===== src/pcw_pkg.sv =====
package pcw_pkg;

	// Fixed field widths
	localparam int COORD_BITS      = 24;
	localparam int MAX_ENTRIES_DEF = 1024;
	localparam int INDEX_W         = 10;
	localparam int MODE_W          = 2;
	localparam int RES_W           = 16;
	localparam int WEIGHT_W        = 17;
	localparam int CFG_W           = 17;
	localparam int CFG_IDX_W       = 2;

	// Distance datapath widths
	localparam int DIFF_W = COORD_BITS + 1;
	localparam int SQ_W   = 2 * DIFF_W;
	localparam int ACC_W  = SQ_W + 2;
	localparam int ROOT_W = ACC_W / 2;
	localparam int REM_W  = ROOT_W + 2;
	localparam int D2_W   = 2 * ROOT_W;

	// Kernel datapath widths
	localparam int RSQ_W     = 2 * RES_W;
	localparam int DEN_W     = RSQ_W + 8;
	localparam int QINT_W    = 4;
	localparam int FRAC_W    = 16;
	localparam int X_W       = QINT_W + FRAC_W;
	localparam int Y_SHIFT   = 10;
	localparam int Y_W       = X_W + Y_SHIFT;
	localparam int ONE_W     = 31;
	localparam int SS_W      = ONE_W + 2;
	localparam int RCP_W     = 33;
	localparam int TERMS     = 12;
	localparam int SQUARINGS = 4;
	localparam int ROUND_SH  = 14;

	localparam logic [ONE_W-1:0] ONE_Q30 = ONE_W'(1) << 30;

	// Controller sequencing
	localparam int CNT_W  = $clog2(ROOT_W);
	localparam int STEP_W = 4;

	// Codes
	localparam logic       CMD_LOAD   = 1'b0;
	localparam logic       CMD_QUERY  = 1'b1;
	localparam logic [1:0] MODE_DIST  = 2'd0;
	localparam logic [1:0] MODE_SCORE = 2'd1;

	typedef enum logic [CFG_IDX_W-1:0] {
		CFG_MODE,
		CFG_RESOLUTION,
		CFG_DIST_LIMIT,
		CFG_SCORE_LIMIT
	} pcw_cfg_idx_t;

	typedef enum logic [4:0] {
		ST_IDLE, ST_DECODE, ST_RD_A, ST_RD_B, ST_SQ, ST_ROOT_INIT, ST_ROOT,
		ST_DIFF, ST_SQ_D, ST_DIV_INIT, ST_DIV, ST_SER_INIT, ST_SER_MUL,
		ST_SER_RCP, ST_SER_FIX, ST_CLAMP, ST_POW, ST_EMIT
	} pcw_state_t;

	typedef enum logic [4:0] {
		OP_NONE, OP_CAPTURE, OP_READ_A, OP_READ_B, OP_SQ, OP_ROOT_INIT, OP_ROOT,
		OP_DIFF, OP_SQ_D, OP_DIV_INIT, OP_DIV, OP_SER_INIT, OP_SER_MUL,
		OP_SER_RCP, OP_SER_FIX, OP_CLAMP, OP_POW, OP_EMIT
	} pcw_op_t;

	typedef struct packed {
		pcw_op_t           op;
		logic [STEP_W-1:0] step;
	} pcw_cmd_t;

	typedef struct packed {
		logic load;
		logic skip;
	} pcw_status_t;

	typedef struct packed {
		logic                         command;
		logic [INDEX_W-1:0]           index_a;
		logic [INDEX_W-1:0]           index_b;
		logic signed [COORD_BITS-1:0] src_x;
		logic signed [COORD_BITS-1:0] src_y;
		logic signed [COORD_BITS-1:0] src_z;
		logic signed [COORD_BITS-1:0] des_x;
		logic signed [COORD_BITS-1:0] des_y;
		logic signed [COORD_BITS-1:0] des_z;
	} pcw_in_t;

	typedef struct packed {
		logic [WEIGHT_W-1:0] weight;
		logic                kept;
	} pcw_out_t;

	// floor(2^32 / n) for the series term divisor n
	function automatic logic [RCP_W-1:0] term_recip(input logic [STEP_W-1:0] n);
		case (n)
			4'd1:    return 33'h1_0000_0000;
			4'd2:    return 33'h0_8000_0000;
			4'd3:    return 33'h0_5555_5555;
			4'd4:    return 33'h0_4000_0000;
			4'd5:    return 33'h0_3333_3333;
			4'd6:    return 33'h0_2AAA_AAAA;
			4'd7:    return 33'h0_2492_4924;
			4'd8:    return 33'h0_2000_0000;
			4'd9:    return 33'h0_1C71_C71C;
			4'd10:   return 33'h0_1999_9999;
			4'd11:   return 33'h0_1745_D174;
			4'd12:   return 33'h0_1555_5555;
			default: return '0;
		endcase
	endfunction

endpackage


===== src/pcw_ctrl.sv =====
module pcw_ctrl import pcw_pkg::*; (
	input  logic        clk,
	input  logic        arst_n,
	input  logic        start,
	input  pcw_status_t status,
	output logic        busy,
	output pcw_cmd_t    cmd
);

	pcw_state_t       state_q, state_d;
	logic [CNT_W-1:0] cnt_q, cnt_d;

	// State and step counter
	always_ff @(posedge clk or negedge arst_n) begin
		if (!arst_n) begin
			state_q <= ST_IDLE;
			cnt_q   <= '0;
		end else begin
			state_q <= state_d;
			cnt_q   <= cnt_d;
		end
	end

	assign busy = (state_q != ST_IDLE);

	// Sequence one item through the datapath
	always_comb begin
		state_d  = state_q;
		cnt_d    = cnt_q;
		cmd.op   = OP_NONE;
		cmd.step = cnt_q[STEP_W-1:0];
		case (state_q)
			ST_IDLE: begin
				if (start) begin
					cmd.op  = OP_CAPTURE;
					state_d = ST_DECODE;
				end
			end
			ST_DECODE: begin
				if (status.load) begin
					state_d = ST_IDLE;
				end else if (status.skip) begin
					state_d = ST_EMIT;
				end else begin
					state_d = ST_RD_A;
				end
			end
			ST_RD_A: begin
				cmd.op  = OP_READ_A;
				state_d = ST_RD_B;
			end
			ST_RD_B: begin
				cmd.op  = OP_READ_B;
				cnt_d   = '0;
				state_d = ST_SQ;
			end
			ST_SQ: begin
				cmd.op = OP_SQ;
				if (cnt_q == CNT_W'(2)) begin
					state_d = ST_ROOT_INIT;
				end else begin
					cnt_d = cnt_q + 1'b1;
				end
			end
			ST_ROOT_INIT: begin
				cmd.op  = OP_ROOT_INIT;
				cnt_d   = '0;
				state_d = ST_ROOT;
			end
			ST_ROOT: begin
				cmd.op = OP_ROOT;
				if (cnt_q == CNT_W'(ROOT_W - 1)) begin
					state_d = ST_DIFF;
				end else begin
					cnt_d = cnt_q + 1'b1;
				end
			end
			ST_DIFF: begin
				cmd.op  = OP_DIFF;
				state_d = ST_SQ_D;
			end
			ST_SQ_D: begin
				cmd.op  = OP_SQ_D;
				state_d = ST_DIV_INIT;
			end
			ST_DIV_INIT: begin
				cmd.op  = OP_DIV_INIT;
				cnt_d   = '0;
				state_d = ST_DIV;
			end
			ST_DIV: begin
				cmd.op = OP_DIV;
				if (cnt_q == CNT_W'(X_W - 1)) begin
					state_d = ST_SER_INIT;
				end else begin
					cnt_d = cnt_q + 1'b1;
				end
			end
			ST_SER_INIT: begin
				cmd.op  = OP_SER_INIT;
				cnt_d   = CNT_W'(1);
				state_d = ST_SER_MUL;
			end
			ST_SER_MUL: begin
				cmd.op  = OP_SER_MUL;
				state_d = ST_SER_RCP;
			end
			ST_SER_RCP: begin
				cmd.op  = OP_SER_RCP;
				state_d = ST_SER_FIX;
			end
			ST_SER_FIX: begin
				cmd.op = OP_SER_FIX;
				if (cnt_q == CNT_W'(TERMS)) begin
					state_d = ST_CLAMP;
				end else begin
					cnt_d   = cnt_q + 1'b1;
					state_d = ST_SER_MUL;
				end
			end
			ST_CLAMP: begin
				cmd.op  = OP_CLAMP;
				cnt_d   = '0;
				state_d = ST_POW;
			end
			ST_POW: begin
				cmd.op = OP_POW;
				if (cnt_q == CNT_W'(SQUARINGS - 1)) begin
					state_d = ST_EMIT;
				end else begin
					cnt_d = cnt_q + 1'b1;
				end
			end
			ST_EMIT: begin
				cmd.op  = OP_EMIT;
				state_d = ST_IDLE;
			end
			default: begin
				state_d = ST_IDLE;
			end
		endcase
	end

endmodule


===== config.mk =====
export PLATFORM = sky130hd
export DESIGN_NAME = pcw_ctrl
export DESIGN_NICKNAME = d
export VERILOG_FILES = /design/src/pcw_pkg.sv /design/src/pcw_ctrl.sv
export SDC_FILE = /design/constraint.sdc
export NUM_CORES = 1
export LEC_CHECK = 0
export ABC_AREA = 1
export BUFFER_PORTS_ARGS = -buffer_cell sky130_fd_sc_hd__buf_2
export CORE_AREA = 5 5 50 56
export DETAILED_ROUTE_END_ITERATION = 10
export DIE_AREA = 0 0 55 61
export GPL_ROUTABILITY_DRIVEN = 0
export HOLD_SLACK_MARGIN = 0.1
export PLACE_DENSITY = 0.74
export SETUP_SLACK_MARGIN = 0.1
export SYNTH_ARGS = -nofsm -noshare
export SYNTH_HDL_FRONTEND = slang
export SYNTH_SLANG_ARGS = --single-unit

===== constraint.sdc =====
create_clock -name clk -period 1.45 [get_ports clk]
set_input_delay 0.29 -clock clk [delete_from_list [all_inputs] [get_ports clk]]
set_output_delay 0.29 -clock clk [all_outputs]
set_load 0.01 [all_outputs]

# Word level (Yosys, flattened, before mapping)

Cells that the tools add are included.

Add/sub/neg operators: 1
Eq/ne operators: 32
Multiplexer cells: 17
Reductions and logical operators: 6

Operator list:

| operator                                      | count |
|---|---|
| case mux 5 bit (17 select lines)              | 2 |
| two-way mux 5 bit                             | 12 |
| == test 5 x 4 -> 1 bit, second input constant | 9 |
| case mux 5 bit (7 select lines)               | 1 |
| == test 5 x 2 -> 1 bit, second input constant | 4 |
| == test 5 x 3 -> 1 bit, second input constant | 4 |
| == test 5 bit, second input constant          | 4 |
| != test 2 bit, second input constant          | 10 |
| nonzero test 7 bit                            | 1 |
| AND reduction 6 bit                           | 1 |
| adder 5 x 1 -> 5 bit, second input constant   | 1 |
| == test 5 x 1 -> 1 bit, second input constant | 1 |
| logical NOT 5 bit                             | 1 |
| AND reduction 5 bit                           | 1 |
| nonzero test 5 bit                            | 1 |
| OR reduction 4 bit                            | 1 |
| two-way mux 2 bit                             | 1 |
| two-way mux 1 bit                             | 1 |

Flip-flop bits (word level): 10
Input port bits: 5
Output and inout bits: 10

# Depth between registers and ports, before layout

Gate-level depths: netlist (run 1).

Depth after elaboration: 4
Mapped depth: 10

# Worst setup path after synthesis (run 1)

Ideal clock, no wire load.

Path kind: register to output
From: reg state_q[0]
To: out cmd[4] (netlist name)
Arrival: 1.183 ns
Required time: 1.160 ns
Setup slack: -0.023 ns
Stages on the path, launching flop included: 7
Path through: dfrtp_1 -> buf_2 -> nor2_2 -> inv_1 -> nor2_1 -> inv_1 -> o2111ai_1

RTL lines:

| what                   | RTL line       | RTL |
|---|---|---|
| start, declared        | pcw_ctrl.sv:10 | `pcw_state_t state_q, state_d;` |
| start signal, assigned | pcw_ctrl.sv:19 | `state_q <= state_d;` |
| end, declared          | pcw_ctrl.sv:7  | `output pcw_cmd_t cmd` |

==> results.cfg, run 1 <==
[status]
run_status = complete, but fails checks
failed_checks = setup timing

[sta]
drv_slew = 0
rsz0062_at_grt = true
relSlewSlack = 0.701
period_needed_ps = 1810
finalCritPeriodShare = 1.25
max_freq_ghz = 0.554
finalHoldViolations = 0
setup_slack_ps = -355
setup_viol = 13
worst_pin_slew_ps = 444
finClkSkew_ps = 10.7
setup_tns_ps = -2600

[synthesis]
yosys_warnings = 0
ys_ff_latch = 10
synth-compound-area-share = 0.0562
synth_top_family_by_area = simple AND/OR/NAND/NOR gates
synth-xor-area-share = 0.0251
synthesis.nets = 174
netlist_area_mm2 = 0.00105
synth_cell_type_count = 25
synth_fa_ha_area_frac = 0.0478
syn_inst = 165
yosysSeqAreaShare = 0.239
avgSynthCellArea_um2 = 6.34
synth.mux.area_fraction = 0
synth-simple-area-share = 0.498

[place]
hpwl_um = 2470
dp_cells = 230
port_buffers = 14
place_ws_ps = -50.1

[clock_tree]
h-tree-depth = 1
cts.clk_slew.worst_paths_ps = 70
cts.sink_count = 10
cts_buffers = 3
worstSkewPairLatency_ps = 270
cts_tree = done
cts_root_buf = clkbuf_4
clk_path_buf_depth = 2

[critical_path]
slowest_delay_ps = 470
critical_path_class = flop to output pin
crit_fanout = 6
critPathRequiredTime_ps = 1160
regToRegStartpoint = state_q[0]
critical_path_arrival_ps = 1520
crit_slowest_cell = dfrtp_2
cp-end-kind = output pin
cp_cell_sequence = nand2_1 -> inv_1 -> nand3_1 -> nand2_2 -> inv_2 -> o2111ai_2 -> buf_2
crit_start = state_q[0]
startpoint_type = flop

[die]
placementRows = 18
start_util = 0.479
die_h_um = 61
core_mm2 = 0.00218
die_w_um = 55
die_area_mm2 = 0.00336
pin_count = 15

[routing]
wl_per_cell_um = 15.6
route.final.wire_length_um = 3830
dr.max_layer_used = met4
viasPerCell = 5.48
drc = 0
dr_wl_met3_um = 249
ant_nets = 0
drt_pass1_iterations = 4
met2_length_um = 2030
drt_iter0_drc = 43
routedLengthMet1_um = 1390
vias = 1349

[worst_hold_path]
hp-class = input pin to flop
hold_start = status[0]

[global_route]
grt_pass1_vias = 1229
antenna_found_initial = 0
grt_pass1_wl_um = 5350
grt_start_max_net_pins = 11
grt-ovfl-total = 0
grt_util_all_layers = 0.220

[power]
power.density_mw_per_mm2 = 1960
p_leak_nw = 0.843
peakVddDrop_v = 0.00126

[finish]
antennaDiodeCount = 0
fillCellCount = 160
most-common-layout-cells = buf_4, nand2_1, nor2_1
instances_no_fill = 246
syn_to_final_growth_pct = 55.0
fin_nets = 226
drive_gt1_frac = 0.519
final_common_cell = buf_4
utilization = 0.742

[run]
cap_violations = 0
[worst paths after layout]
path | endpoint | slack (ps) | cells past startpoint
setup / recovery | cmd[4] | -360 | 7
hold / removal | state_q[1] | 250 | 2
setup reg to reg | cnt_q[3] | -220 | 11
hold reg to reg | cnt_q[4] | 650 | 2
max in group asynchronous | state_q[0] | 830 | 2
min in group asynchronous | state_q[4] | 400 | 2
[where the power goes]
group | total [W] | switching, W | internal, W | leakage (nW)
clock network | 0.000203 | 0.0000970 | 0.000106 | 0.0150
logic | 0.00240 | 0.00132 | 0.00108 | 0.704
registers | 0.000571 | 0.000179 | 0.000392 | 0.124
total | 0.00317 | 0.00160 | 0.00158 | 0.843
[cells in the mapped netlist (all sizes together)]
| cell | count | area (um^2) |
|---|---|---|
| nor2 | 33 | 159 |
| o311ai | 1 | 8.76 |
| nand3b | 2 | 15.0 |
| o2111ai | 1 | 8.76 |
| xnor2 | 1 | 8.76 |
| nor3 | 4 | 20.0 |
| ha | 4 | 50.1 |
| xor2 | 2 | 17.5 |
| dfrtp | 10 | 250 |
| nand3 | 24 | 140 |
| a31oi | 1 | 6.26 |
| a21oi | 1 | 5.00 |
| nand4 | 2 | 12.5 |
| nor3b | 1 | 7.51 |
| o21ai | 6 | 30.0 |
| nand2 | 41 | 166 |
| buf | 9 | 57.6 |
| inv | 22 | 82.6 |
[layout make-up]
cell class,count,area [um^2],share of cell area
Multi-Input combinational cell,124,783,0.483
Tap cell,30,37.5,0.0231
Sequential cell,10,256,0.158
Timing Repair Buffer,56,425,0.262
Clock buffer,4,26.3,0.0162
Inverter,22,92.6,0.0571
[layer usage]
metal  track usage  vias to the layer above
met5             0                        -
met4        0.0521                        0
met3        0.0393                       21
met2         0.431                       70
met1         0.237                      637
li1              -                      621
[timing repair]
item | CTS | global route
hold buffers | 1 | 0
resized for setup | 12 | 29
endpoints found under the hold margin | 10 | 0
endpoints found under the setup margin | 16 | 16
pin swaps | 6 | 11
setup buffers | 3 | 8
[worst max-delay path, delay by kind of cell (launching register included)]
family	cells	cell delay, ps
buffers and inverters	3	310
AO/OA/AOI/OAI	1	100
AND/OR/NAND/NOR	3	360
flip-flops	1	470
[cells by family after synthesis]
logic type,Yosys count
AOI/OAI and AO/OA,10
xor gates and xnor gates,3
adders and majority gates,4
buffers and inverters,31
DFF,10
and+or+nand+nor,107
[registers in the layout, indices dropped and copies added (netlist names)]
signal / flops
state_q: 5
cnt_q: 5
[metrics by stage]
stage	total power, W	hold WS, ps	cell area (um^2)
3_3_place_gp	0.00228	160	1350
6_report	0.00317	252	1620
5_1_grt	0.00340	270	1620
4_1_cts	0.00267	242	1450
2_1_floorplan	0.00172	-5.59	1080
3_5_place_dp	0.00234	163	1350
Power figures use the tool's default switching activity.
==> run 2: changes to the inputs <==
Settings changed: BUFFER_PORTS_ARGS -buffer_cell sky130_fd_sc_hd__buf_2 to not set, CORE_AREA 5 5 50 56 to 5 5 48 54, DIE_AREA 0 0 55 61 to 0 0 53 59, DONT_BUFFER_PORTS set to 1, PLACE_DENSITY 0.74 to 0.73.
==> run 2 against run 1 <==
The flow still finishes with violations (setup timing). Clock skew fell by 6.2 ps. Via count rose by 11%. Worst hold slack got worse by 110 ps. Combinational power rose by 28%. Non-clock buffer count fell by 2. Core utilization rose by 14 points. Design area rose by 8.2%. Setup slack got worse by 14 ps. Final cell count fell by 1.6%.
==> results.cfg, run 2 (synthesis results as in run 1) <==
[clock_tree]
cts.clk_slew.worst_paths_ps = 70
clk_path_buf_depth = 2
h-tree-depth = 1
cts_tree = done
cts_root_buf = clkbuf_4
worstSkewPairLatency_ps = 280
cts.sink_count = 10
cts_buffers = 3

[routing]
vias = 1501
route.final.wire_length_um = 5060
wl_per_cell_um = 20.9
viasPerCell = 6.20
drc = 0
ant_nets = 0
drt_iter0_drc = 125
drt_pass1_iterations = 6

[critical_path]
startpoint_type = flop
rrSetupSlack_ps = -260
cp-end-kind = output pin
crit_slowest_cell = dfrtp_2
cp_cell_sequence = inv_2 -> nor2_4 -> nand3_2 -> nand2_2 -> inv_2 -> o2111ai_4
slowest_delay_ps = 420
critPathRequiredTime_ps = 1160
critical_path_class = flop to output pin
crit_fanout = 5
cpMostUsedCell = inv_2
worstRegToRegCells = 10
regToRegStartpoint = state_q[0]
r2r_end = cnt_q[0]
critical_path_arrival_ps = 1530

[place]
placed_area_mm2 = 0.00127
hpwl_um = 2300
port_buffers = 0

[die]
start_util = 0.529
die_w_um = 53
die_h_um = 59
core_mm2 = 0.00198
pin_count = 15
placementRows = 17
die_area_mm2 = 0.00313

[finish]
most-common-layout-cells = buf_4, nand2_1, nor2_1, nand3_1, nor2_4
antennaDiodeCount = 0
fin_nets = 224
drive_gt1_frac = 0.584
final_common_cell = buf_4
reg_top3 = cnt_q: 5 flops, state_q: 5 flops
stdcell_area_mm2 = 0.00175
syn_to_final_growth_pct = 67.7

[run]
cap_violations = 0

[global_route]
grt_start_max_net_pins = 11
grt-ovfl-total = 0
grt_util_all_layers = 0.304
grt_pass1_vias = 1416
grt_pass1_wl_um = 6790
antenna_found_initial = 0

[power]
peakVddDrop_v = 0.00190
power.density_mw_per_mm2 = 2240
power_w = 0.00393
p_leak_nw = 0.864

[sta]
drv_slew = 0
period_needed_ps = 1820
setup_viol = 13
rsz0062_at_grt = true
finalCritPeriodShare = 1.26
relSlewSlack = 0.670
finClkSkew_ps = 4.49
worst_pin_slew_ps = 493
setup_slack_ps = -370
max_freq_ghz = 0.549
finalHoldViolations = 0
hold_slack_ps = 140

[worst_hold_path]
hold_start = status[0]
hp-class = input pin to flop
whs_path_depth = 1
hold_end = state_q[1]

[status]
failed_checks = setup timing
run_status = complete, but fails checks
## run 2: changes by cell type in the layout (fill, tap and decap cells not counted), moves of 3 or more
cell / delta
buf_2: -11
nand2_1: -7
nand3_2: -3
nand2_2: +5
buf_4: +8
nor2_4: +3
nand3_4: +3
## run 2: worst max path at each step
stage               startpoint        to  slack [ps]
floorplan           state_q[0]    cmd[4]          70
global placement      cnt_q[1]  cnt_q[3]          -8
detailed placement    cnt_q[1]  cnt_q[3]         -30
CTS                 state_q[3]    cmd[4]        -190
global route        state_q[1]    cmd[4]        -400
finish              state_q[2]    cmd[4]        -370
## run 2: cell type report
type                            instances  area (um^2)
Fill cell                              86          224
Sequential cell                        10          259
Multi-Input combinational cell        124          886
Inverter                               22         87.6
Timing Repair Buffer                   54          450
Tap cell                               28         35.0
Clock buffer                            4         36.3
## run 2: critical path: cells and delay by family (launching register included)
kind	cells	cell delay (ps)
AOI/OAI and AO/OA	1	120
buffers and inverters	2	180
DFF	1	420
and+or+nand+nor	3	530
## run 2: what timing repair did
item / 4_1_cts / 5_1_grt
pin swaps: 11 / 13
setup buffers: 23 / 5
resized for setup: 29 / 37
hold buffers: 1 / 0
endpoints found under the setup margin: 15 / 16
hold endpoints to repair: 10 / 0
## run 2: report_power, final
group | switching [W] | internal [W] | total, W
Clock | 0.000113 | 0.000153 | 0.000266
Combinational | 0.00172 | 0.00136 | 0.00307
Sequential | 0.000190 | 0.000397 | 0.000586
Total | 0.00202 | 0.00191 | 0.00393
## run 2: layer usage
layer	part of all wire	wire, um	global-route usage	up-vias
met5	0	0	0	-
met4	0.094	473	0.186	0
met3	0.10	517	0.0705	60
met2	0.47	2380	0.551	146
met1	0.33	1690	0.307	676
li1	-	-	-	619
## run 2: stage by stage
stage / TNS [ps] / utilization / setup slack, ps / cells
CTS: -986 / 0.814 / -186 / 241
finish: -2600 / 0.887 / -370 / 242
detailed placement: -163 / 0.643 / -34.3 / 213
floorplan: 0 / - / 70.9 / 165
global placement: -14.9 / 0.643 / -8.16 / 213
global route: -2950 / 0.887 / -395 / 242
